### config.mk
export PLATFORM = sky130hd
export DESIGN_NAME = pose_frame_deframer_core
export DESIGN_NICKNAME = d
export VERILOG_FILES = /design/src/hw/rtl/pfd_pkg.sv /design/src/hw/rtl/pose_frame_deframer_core.sv /design/src/hw/rtl/pfd_out_fifo.sv
export VERILOG_INCLUDE_DIRS = /design/src /design/src/hw/rtl
export SDC_FILE = /design/constraint.sdc
export NUM_CORES = 1
export LEC_CHECK = 0
export ABC_AREA = 0
export BUFFER_PORTS_ARGS = -buffer_cell sky130_fd_sc_hd__buf_2
export CORE_MARGIN = 3
export CORE_UTILIZATION = 25
export DETAILED_ROUTE_END_ITERATION = 8
export GPL_TIMING_DRIVEN = 0
export MAX_ROUTING_LAYER = met4
export PLACE_DENSITY = 0.49
export SETUP_SLACK_MARGIN = 0.02
export SLEW_MARGIN = 25
export SYNTH_ARGS = -nofsm -noshare
export SYNTH_HDL_FRONTEND = slang
export SYNTH_HIERARCHICAL = 1
export SYNTH_SLANG_ARGS = --single-unit
### constraint.sdc
create_clock -name i_clk -period 15.2 [get_ports i_clk]
set_input_delay 0 -clock i_clk [delete_from_list [all_inputs] [get_ports i_clk]]
set_output_delay 0 -clock i_clk [all_outputs]
set_load 0.005 [all_outputs]
### src/hw/rtl/pose_frame_deframer_core_macros.svh
// Assertion macros shared by the pose frame deframer RTL.
// Depends on nothing; included by modules that carry assertions.
`ifndef POSE_FRAME_DEFRAMER_CORE_MACROS_SVH
`define POSE_FRAME_DEFRAMER_CORE_MACROS_SVH

`ifndef NO_ASSERTIONS

// Same-cycle implication, disabled while reset is asserted.
`define PFD_ASSERT_NOW(label, clk, rst_n, ante, cons) \
    label: assert property (@(posedge clk) disable iff (!(rst_n)) (ante) |-> (cons)) \
        else $error("pfd assertion failed");

// Next-cycle implication, disabled while reset is asserted.
`define PFD_ASSERT_NEXT(label, clk, rst_n, ante, cons) \
    label: assert property (@(posedge clk) disable iff (!(rst_n)) (ante) |=> (cons)) \
        else $error("pfd assertion failed");

`else

`define PFD_ASSERT_NOW(label, clk, rst_n, ante, cons)
`define PFD_ASSERT_NEXT(label, clk, rst_n, ante, cons)

`endif

`endif

### src/hw/rtl/pfd_pkg.sv
// Shared types and constants of the pose frame deframer.
// No dependencies; imported by every module of the block.
`timescale 1ns / 1ps

package pfd_pkg;

    // Window geometry.
    localparam int FRAME_BYTES = 32;
    localparam int FILL_W      = $clog2(FRAME_BYTES + 1);
    localparam int IDX_W       = $clog2(FRAME_BYTES);

    // Frame delimiters and checksum seed.
    localparam logic [7:0] SYNC_HEAD = 8'h40;
    localparam logic [7:0] SYNC_TAIL = 8'h2B;
    localparam logic [7:0] SUM_SEED  = 8'd19;

    // Bytes covered by the checksum.
    localparam int SUM_FIRST = 3;
    localparam int SUM_LAST  = FRAME_BYTES - 2;
    localparam int SUM_BYTES = SUM_LAST - SUM_FIRST + 1;

    // Register indexes on the configuration port.
    localparam logic REG_DEVICE_ID = 1'b0;

    // Frame status codes.
    localparam logic STATUS_OK     = 1'b0;
    localparam logic STATUS_REJECT = 1'b1;

    // One result item.
    typedef struct packed {
        logic        frame_status;
        logic [31:0] pos_x_bits;
        logic [31:0] pos_y_bits;
        logic [31:0] pos_z_bits;
        logic [31:0] quat_w_bits;
        logic [31:0] quat_x_bits;
        logic [31:0] quat_y_bits;
        logic [31:0] quat_z_bits;
    } t_result;

endpackage

### src/hw/rtl/pose_frame_deframer_core.sv
// Pose frame deframer: 32-byte receive window, frame check and pose extraction.
// A result is written into the result queue when the byte that closes the frame is accepted.
// Throughput: one byte per cycle, window update and XOR tree finishing in that cycle;
// the input stalls only while both entries of the two-deep result queue are occupied.
// Reset (synchronous, active low) clears the window, the fill count, device_id and the queue.
// Depends on pfd_pkg, pfd_out_fifo and the assertion macro header.
`timescale 1ns / 1ps
`include "pose_frame_deframer_core_macros.svh"

module pose_frame_deframer_core
    import pfd_pkg::*;
(
    input  logic        i_clk,
    input  logic        i_rst_n,
    // Byte input channel.
    input  logic        i_in_valid,
    output logic        o_in_ready,
    input  logic [7:0]  i_rx_byte,
    // Result channel.
    output logic        o_out_valid,
    input  logic        i_out_ready,
    output logic        o_frame_status,
    output logic [31:0] o_pos_x_bits,
    output logic [31:0] o_pos_y_bits,
    output logic [31:0] o_pos_z_bits,
    output logic [31:0] o_quat_w_bits,
    output logic [31:0] o_quat_x_bits,
    output logic [31:0] o_quat_y_bits,
    output logic [31:0] o_quat_z_bits,
    // Configuration port.
    input  logic        psel,
    input  logic        penable,
    input  logic        pwrite,
    input  logic [2:0]  paddr,
    input  logic [31:0] pwdata,
    output logic [31:0] prdata,
    output logic        pready
);

    logic [7:0]        r_window [FRAME_BYTES];
    logic [7:0]        n_window [FRAME_BYTES];
    logic [FILL_W-1:0] r_fill;
    logic [FILL_W-1:0] n_fill;
    logic [7:0]        r_device_id;
    logic [SUM_BYTES-1:0] sum_col [8];
    logic [7:0]        sum;
    logic              accept;
    logic              trigger;
    logic              match;
    logic              fifo_full;
    t_result           res;
    t_result           out_data;

    assign accept     = i_in_valid && o_in_ready;
    assign o_in_ready = !fifo_full;

    // Configuration writes and reads.
    assign pready = 1'b1;
    assign prdata = (paddr[2] == REG_DEVICE_ID) ? {24'd0, r_device_id} : 32'd0;

    always_ff @(posedge i_clk) begin
        if (!i_rst_n) begin
            r_device_id <= 8'd0;
        end else if (psel && penable && pwrite && (paddr[2] == REG_DEVICE_ID)) begin
            r_device_id <= pwdata[7:0];
        end
    end

    // Window update: append while filling, shift left once full.
    always_comb begin
        for (int i = 0; i < FRAME_BYTES; i++) begin
            if (r_fill[FILL_W-1]) begin
                n_window[i] = (i == FRAME_BYTES - 1) ? i_rx_byte : r_window[(i + 1) % FRAME_BYTES];
            end else begin
                n_window[i] = (r_fill[IDX_W-1:0] == IDX_W'(i)) ? i_rx_byte : r_window[i];
            end
        end
    end

    // Checksum as a balanced XOR tree over the payload bytes.
    always_comb begin
        for (int k = 0; k < 8; k++) begin
            for (int j = 0; j < SUM_BYTES; j++) begin
                sum_col[k][j] = n_window[SUM_FIRST + j][k];
            end
        end
        for (int k = 0; k < 8; k++) begin
            sum[k] = SUM_SEED[k] ^ (^sum_col[k]);
        end
    end

    assign trigger = (i_rx_byte == SYNC_TAIL) && (n_window[0] == SYNC_HEAD);
    assign match   = (sum == n_window[1]) && (n_window[2] == r_device_id);

    // Result assembly; a rejected frame carries zero pose words.
    always_comb begin
        res = '0;
        if (match) begin
            res.frame_status = STATUS_OK;
            res.pos_x_bits  = {n_window[6],  n_window[5],  n_window[4],  n_window[3]};
            res.pos_y_bits  = {n_window[10], n_window[9],  n_window[8],  n_window[7]};
            res.pos_z_bits  = {~n_window[14][7], n_window[14][6:0], n_window[13],
                               n_window[12], n_window[11]};
            res.quat_w_bits = {n_window[30], n_window[29], n_window[28], n_window[27]};
            res.quat_x_bits = {n_window[18], n_window[17], n_window[16], n_window[15]};
            res.quat_y_bits = {n_window[22], n_window[21], n_window[20], n_window[19]};
            res.quat_z_bits = {n_window[26], n_window[25], n_window[24], n_window[23]};
        end else begin
            res.frame_status = STATUS_REJECT;
        end
    end

    // Fill count: cleared by an accepted frame, saturates at the window size.
    always_comb begin
        if (trigger && match) begin
            n_fill = '0;
        end else if (r_fill[FILL_W-1]) begin
            n_fill = r_fill;
        end else begin
            n_fill = r_fill + FILL_W'(1);
        end
    end

    always_ff @(posedge i_clk) begin
        if (!i_rst_n) begin
            r_fill <= '0;
            for (int i = 0; i < FRAME_BYTES; i++) begin
                r_window[i] <= 8'd0;
            end
        end else if (accept) begin
            r_fill <= n_fill;
            for (int i = 0; i < FRAME_BYTES; i++) begin
                r_window[i] <= n_window[i];
            end
        end
    end

    // Result queue toward the output channel.
    pfd_out_fifo u_out_fifo (
        .i_clk   (i_clk),
        .i_rst_n (i_rst_n),
        .i_push  (accept && trigger),
        .i_data  (res),
        .o_full  (fifo_full),
        .o_valid (o_out_valid),
        .i_ready (i_out_ready),
        .o_data  (out_data)
    );

    assign o_frame_status = out_data.frame_status;
    assign o_pos_x_bits   = out_data.pos_x_bits;
    assign o_pos_y_bits   = out_data.pos_y_bits;
    assign o_pos_z_bits   = out_data.pos_z_bits;
    assign o_quat_w_bits  = out_data.quat_w_bits;
    assign o_quat_x_bits  = out_data.quat_x_bits;
    assign o_quat_y_bits  = out_data.quat_y_bits;
    assign o_quat_z_bits  = out_data.quat_z_bits;

    `PFD_ASSERT_NOW(a_fill_bound, i_clk, i_rst_n, 1'b1, r_fill <= FILL_W'(FRAME_BYTES))
    `PFD_ASSERT_NEXT(a_match_clears_fill, i_clk, i_rst_n, accept && trigger && match, r_fill == '0)
    `PFD_ASSERT_NEXT(a_idle_holds_fill, i_clk, i_rst_n, !accept, $stable(r_fill))

endmodule

### src/hw/rtl/pfd_out_fifo.sv
// Two-entry result queue that decouples the deframer from the output channel.
// Depends on pfd_pkg for the result type and on the assertion macro header.
`timescale 1ns / 1ps
`include "pose_frame_deframer_core_macros.svh"

module pfd_out_fifo
    import pfd_pkg::*;
(
    input  logic    i_clk,
    input  logic    i_rst_n,
    input  logic    i_push,
    input  t_result i_data,
    output logic    o_full,
    output logic    o_valid,
    input  logic    i_ready,
    output t_result o_data
);

    t_result      r_mem [2];
    logic         r_head;
    logic [1:0]   r_count;
    logic         n_head;
    logic [1:0]   n_count;
    logic         pop;
    logic         wr_idx;

    assign pop     = (r_count != 2'd0) && i_ready;
    assign wr_idx  = r_head ^ r_count[0];
    assign o_valid = (r_count != 2'd0);
    assign o_full  = (r_count == 2'd2);
    assign o_data  = r_mem[r_head];

    // Pointer and occupancy update for each transfer in and out.
    always_comb begin
        n_head  = pop ? ~r_head : r_head;
        n_count = r_count;
        if (i_push && !pop) begin
            n_count = r_count + 2'd1;
        end else if (!i_push && pop) begin
            n_count = r_count - 2'd1;
        end
    end

    always_ff @(posedge i_clk) begin
        if (!i_rst_n) begin
            r_head  <= 1'b0;
            r_count <= 2'd0;
        end else begin
            r_head  <= n_head;
            r_count <= n_count;
        end
    end

    // Entry storage needs no reset.
    always_ff @(posedge i_clk) begin
        if (i_push) begin
            r_mem[wr_idx] <= i_data;
        end
    end

    `PFD_ASSERT_NOW(a_count_bound, i_clk, i_rst_n, 1'b1, r_count <= 2'd2)
    `PFD_ASSERT_NEXT(a_full_holds, i_clk, i_rst_n, o_full && !i_ready, r_count == 2'd2)
    `PFD_ASSERT_NEXT(a_head_stalls, i_clk, i_rst_n, o_valid && !i_ready, $stable(r_head))

endmodule

==> results of run 1 <==
[logic make-up after synthesis]
kind of cell             count (synthesis)
AND/OR/NAND/NOR                       1135
multiplexers                           324
buffers and inverters                  476
adder cells (fa/ha/maj)                  7
AO/OA/AOI/OAI                          713
flip-flops                             724
other                                    2
XOR/XNOR                               347
[power by group through the flow]
stage / combinational [mW] / sequential [mW] / clock (mW)
floorplan: 0.834 / 2.31 / 0
global placement: 1.29 / 2.36 / 0
detailed placement: 1.31 / 2.34 / 0
CTS: 1.31 / 2.30 / 2.23
global route: 1.39 / 2.30 / 2.30
finish: 1.33 / 2.30 / 2.18
[path summary, 6_finish.rpt]
path	endpoint	depth (start not counted)	from	slack, ns
setup / recovery	u_out_fifo/r_mem[0][123]$_DFFE_PP_	19	r_fill[3]$_SDFFE_PN0P_	7.66
hold / removal	flop	5	i_out_ready	0.24
setup reg to reg	u_out_fifo/r_mem[0][123]$_DFFE_PP_	19	r_fill[3]$_SDFFE_PN0P_	7.66
hold reg to reg	u_out_fifo/r_count[1]$_SDFFE_PN0P_	2	u_out_fifo/r_count[1]$_SDFFE_PN0P_	0.53
[what timing repair did]
item	CTS	global route
endpoints found under the hold margin	16	0
hold buffers	29	0
setup endpoints to repair	0	0
[worst min-delay path, cell delays in order]
cell and delay [ns]:
dlygate4sd3_1 0.52, buf_2 0.13, o21ai_2 0.07, xnor2_1 0.07, and2_1 0.15
[synth_stat cells (42+ instances only)]
library cell | count | share of area [%]
nor2_1 | 349 | 3.1
xnor2_1 | 233 | 4.8
o221ai_1 | 42 | 0.87
buf_6 | 49 | 1.3
xor2_1 | 91 | 1.9
buf_2 | 77 | 0.91
nor3_2 | 190 | 4.5
nor3_1 | 67 | 0.79
buf_4 | 42 | 0.75
a21oi_1 | 422 | 5.0
nand2_1 | 378 | 3.4
clkbuf_1 | 254 | 2.3
mux2i_1 | 59 | 1.4
mux2_4 | 104 | 3.7
o21ai_0 | 54 | 0.64
mux2_2 | 147 | 3.9
edfxtp_1 | 706 | 50
[flip-flops by register name, indices dropped and copies added, names as in the netlist, named ones only]
name                cells
r_window              256
r_device_id             8
r_fill                  6
u_out_fifo/r_count      2
u_out_fifo/r_head       1
u_out_fifo/r_mem      450
[layout make-up]
class / count / area, um^2
fill: 17410 / 117100
sequential: 724 / 21560
multi-input combinational: 2551 / 18390
tap: 2204 / 2758
buffer: 441 / 2345
clock buffer: 102 / 2276
timing repair buffer: 315 / 2251
clock inverter: 61 / 643.1
inverter: 35 / 131.4
antenna: 3 / 7.507
[per-layer routing]
metal,vias up,global-route usage (%)
met1,17010,30.93
met2,1912,35.58
li1,14350,-
met3,378,4.421
met5,-,-
met4,0,10.89
==> flow_summary_export.csv, run 1 <==
group,metric,value,unit
final_layout,syn2layout_area_growth,19.33,%
yosys,yosys.area_share.simple,14.85,%
final_layout,final_cell_mix,"edfxtp_1, a21oi_1, nand2_1, nor2_1, buf_2",
critical_path,crit_type,"reg -> reg",
power_and_ir_drop,sequentialPowerShare,39.6,%
power_and_ir_drop,p_total,5.814,mW
timing,setup_ws,7.664,ns
yosys,synth_edf_count,706,
timing,tns,0,ns
power_and_ir_drop,cellInternalPower,3.887,mW
clocking,clockBufferDepth,3,
run_status,outcome,"finished, final reports clean",
global_route,grt.total_usage,23.69,%
die,row_count,150,
power_and_ir_drop,switching_share,33.14,%
die,initial_core_util,25.21,%
timing,rsz0062_at_grt,"false",
yosys,syn_avg_cell_area,11.32,um^2
drt,dr.first_iter.drc_count,4203,
drt,highest_layer,"met4",
drt,routed-wl-met2,91390,um
drt,drt_first_pass_iters,5,
timing,hold_viol_final,0,
yosys,synth_adder_area_share,0.2075,%
place,placed_area,47130,um^2
clocking,htree_levels,3,
drt,wl_per_cell,32.03,um
die,io_pins,310,
timing,final-setup-viol-count,0,
die,die_y,416.9,um
yosys,synth_top_family_by_area,"simple AND/OR/NAND/NOR gates",
power_and_ir_drop,p_leak,17.23,nW
clocking,clk_pin_slew,0.06,ns
power_and_ir_drop,irDropWorstVdd,0.1042,mV
timing,max_freq,0.1327,GHz
clocking,post_cts_buffers,0,
final_layout,final_cells,6436,
yosys,synth-compound-area-share,10.54,%
final_layout,nets,4213,
yosys,synth_xor_area_share,7.925,%
clocking,cts_tree,"built",
final_layout,layout_commonest_cell,"edfxtp_1",
yosys,synth_seq_cells,724,
yosys,yosysWarnings,6,
final_layout,fin_util,30.08,%
clocking,clk_latency,0.75,ns
timing,skew,0.04780,ns
global_route,gr-total-overflow,0,
drt,wl_met1,86760,um
drt,drc,0,
global_route,grt_antenna_before_repair,13,
clocking,cts.sinks,724,
critical_path,cp.arrival,7.95,ns
critical_path,critPathCaptureType,"flop",
power_and_ir_drop,clkPwrFrac,37.4,%
global_route,grt_pass1_vias,31400,
final_layout,design_area,50360,um^2
yosys,ys_seq_area_share,51.09,%
yosys,synth-async-reset-ratio,0,%
yosys,syn-cell-area,42200,um^2
critical_path,max_stage_delay,0.76,ns
die,die-area,173800,um^2
run,maxCapViolCount,0,
yosys,synth_mux_area_share,9.601,%
critical_path,critical_path.top_delay_family,"buffers and inverters",
hold_path,hold_path.class,"in -> reg",
critical_path,critical-path-slowest-cell,"clkbuf_1",
place,dp.final_hpwl,158700,um
place,gp_congestion,1.041,
die,core-area,167400,um^2
yosys,synthFlopType,"edfxtp_1",
critical_path,worst-path-buf-inv,7,
critical_path,required,15.61,ns
place,numPortBuffers,253,
global_route,grt_max_degree,52,
timing,worst_slew_pin_slew,1.224,ns
timing,drv_slew,0,
critical_path,path_common_cell,"buf_2",
power_and_ir_drop,power.density,115.4,nW/um^2
clocking,cts_resized,0,
timing,period_share,49.58,%
place,placed_cells,6241,
drt,met3_length,17440,um
timing,finalCriticalPeriod,7.536,ns
yosys,syn-instance-count,3728,
timing,fin_hold_ws,0.2434,ns
clocking,cts_inserted_buffers,88,
die,fp.dieW,416.9,um
power_and_ir_drop,switching_power,1.927,mW
power_and_ir_drop,comb_power_share,22.9,%
drt,ant_nets,0,
critical_path,cp_max_fo,10,
clocking,cts-root-buf,"clkbuf_16",
critical_path,cp-start-kind,"flop",
yosys,synth_cell_types,88,
final_layout,drive_gt1_share,26.70,%
place,post-place-ws,7.787,ns
drt,vias,33640,
timing,relSlewSlack,18.43,%
drt,drt-total-wl,206100,um
critical_path,crit_chain,"buf_6, buf_2, buf_4, buf_2, and3_1, ha_1, clkbuf_1, mux2i_1, nor2_1, a21oi_1, xnor2_1, xnor3_1, xnor2_1, xnor2_1, xnor3_1, or4_1, buf_2, buf_2, nor3b_1",
global_route,grt_pass1_wl,274100,um
drt,via_per_inst,5.227,
No activity file was read; power rests on OpenSTA's default activity.
==> run 2: changes to the inputs <==
- clock period: 15.2 -> 7.4 ns (I/O delays scaled with it)
==> run 2 against run 1 <==
  * Sequential power up 110%
  * First-iteration DRC count increased by 0.48%
  * Sequential share of layout area up 0.20 points
  * The flow now finishes with violations (negative setup slack)
  * Clock power rose by 94%
  * Wire length increased by 0.19%
  * Combinational power rose by 110%
==> flow_summary_export.csv, run 2 (synthesis gave the netlist of run 1 again) <==
group,metric,value,unit
place,placed_area,47100,um^2
final_layout,design_area,50120,um^2
timing,skew,0.03691,ns
die,initial_core_util,25.21,%
drt,dr.first_iter.drc_count,4223,
power_and_ir_drop,comb_power_share,23.9,%
drt,ant_nets,0,
final_layout,nets,4203,
final_layout,largest_register_ffs,450,
power_and_ir_drop,sequentialPowerShare,40.2,%
timing,period_share,102.4,%
clocking,clk_latency,0.74,ns
place,post-place-ws,-0.1886,ns
power_and_ir_drop,switching_power,3.996,mW
final_layout,drive_gt1_share,26.66,%
run_status,failed_checks,"negative setup slack",
global_route,grt_pass1_wl,275600,um
critical_path,required,7.81,ns
global_route,grt_max_degree,49,
timing,final-setup-viol-count,27,
power_and_ir_drop,clkPwrFrac,35.9,%
timing,rsz0062_at_grt,"false",
die,core-area,167400,um^2
clocking,cts-root-buf,"clkbuf_16",
drt,wl_per_cell,32.16,um
global_route,grt_pass1_vias,31540,
power_and_ir_drop,p_total,11.80,mW
die,die-area,173800,um^2
drt,vias,33300,
critical_path,cp_max_fo,10,
run_status,outcome,"finished, violations left",
final_layout,layout_commonest_cell,"edfxtp_1",
final_layout,regMostFlops,"u_out_fifo/r_mem",
critical_path,crit_type,"reg -> reg",
timing,fin_hold_ws,0.09030,ns
timing,setup_ws,-0.1787,ns
drt,via_per_inst,5.186,
drt,drt-total-wl,206500,um
drt,drc,0,
die,fp.dieW,416.9,um
clocking,clk_pin_slew,0.07,ns
drt,drt_first_pass_iters,6,
power_and_ir_drop,irDropWorstVdd,0.1542,mV
power_and_ir_drop,cellInternalPower,7.804,mW
timing,finalCriticalPeriod,7.579,ns
die,io_pins,310,
critical_path,critPathCaptureType,"flop",
clocking,cts.sinks,724,
timing,tns,-2.938,ns
timing,max_freq,0.1319,GHz
power_and_ir_drop,switching_share,33.86,%
place,gp_congestion,1.014,
final_layout,final_cell_mix,"edfxtp_1, a21oi_1, nand2_1, nor2_1, buf_2",
clocking,htree_levels,3,
clocking,clockBufferDepth,3,
critical_path,cp-start-kind,"flop",
timing,hold_viol_final,0,
hold_path,min_from,"i_rx_byte[2]",
power_and_ir_drop,p_leak,17.13,nW
critical_path,reg2reg_from,"r_fill[5]$_SDFFE_PN0P_",
critical_path,startpoint,"r_fill[5]$_SDFFE_PN0P_",
run,maxCapViolCount,0,
place,dp.final_hpwl,159100,um
critical_path,cp.arrival,7.99,ns
timing,drv_slew,0,
global_route,grt.total_usage,23.81,%
power_and_ir_drop,power.density,235.4,nW/um^2
die,row_count,150,
timing,worst_slew_pin_slew,1.241,ns
global_route,grt_antenna_before_repair,8,
clocking,cts_tree,"built",
final_layout,reg_top3,"u_out_fifo/r_mem x450, r_window x256, r_device_id x8",
global_route,gr-total-overflow,0,
die,die_y,416.9,um
timing,relSlewSlack,17.24,%
clocking,post_cts_buffers,0,
final_layout,syn2layout_area_growth,18.78,%
place,numPortBuffers,253,
hold_path,hold_path.class,"in -> reg",
clocking,cts_inserted_buffers,85,
==> run 2: what timing repair did <==
action                                 4_1_cts  5_1_grt
setup endpoints to repair                   31       16
hold buffers                                28        0
gates resized for setup                      1        0
gates cloned                                 0        0
endpoints found under the hold margin       15        0
==> run 2: power groups by stage <==
stage | sequential, mW | clock [mW] | combinational, mW
finish | 4.74 | 4.24 | 2.82
global placement | 4.84 | 0 | 2.73
global route | 4.74 | 4.49 | 2.91
detailed placement | 4.82 | 0 | 2.75
CTS | 4.73 | 4.34 | 2.77
floorplan | 4.73 | 0 | 1.71
==> run 2: worst paths after layout <==
path,end,slack [ns],depth (start not counted)
setup / recovery,u_out_fifo/r_mem[0][123]$_DFFE_PP_,-0.18,15
hold / removal,r_window[1][34]$_SDFFCE_PN0P_,0.09,4
setup reg to reg,u_out_fifo/r_mem[0][123]$_DFFE_PP_,-0.18,15
hold reg to reg,u_out_fifo/r_count[1]$_SDFFE_PN0P_,0.53,2
==> run 2: cell type report <==
| type | count | area [um^2] |
|---|---|---|
| multi-input combinational | 2551 | 18370 |
| tap | 2204 | 2758 |
| buffer | 439 | 2344 |
| sequential | 724 | 21560 |
| inverter | 35 | 131.4 |
| fill | 17280 | 117300 |
| clock inverter | 54 | 529.3 |
| antenna | 5 | 12.51 |
| clock buffer | 100 | 2205 |
| timing repair buffer | 310 | 2217 |
==> run 2: per-layer routing <==
layer,wire [um],vias to the layer above,GRT usage (%)
met5,0,-,-
met4,10300,0,10.69
met3,16100,336,4.210
met2,92260,1754,36.00
met1,87890,16890,31.15
li1,-,14330,-
==> run 2: worst max-delay path, cell delays in order (launching register included) <==
cell,delay [ns]
dfxtp_1,0.30
buf_2,0.21
inv_2,0.43
buf_2,0.59
buf_2,0.62
buf_2,0.57
mux2i_1,1.01
xnor2_1,0.18
xnor2_1,0.58
xnor2_1,0.20
xnor3_1,0.32
xnor2_1,0.22
or3_1,0.34
buf_2,0.24
clkbuf_1,0.51
nor3b_1,0.86
==> run 2: stage by stage <==
step / util, % / std cells
floorplan: - / 3751
global placement: 27.67 / 6208
detailed placement: 28.13 / 6237
CTS: 29.93 / 6418
global route: 29.94 / 6421
finish: 29.94 / 6422
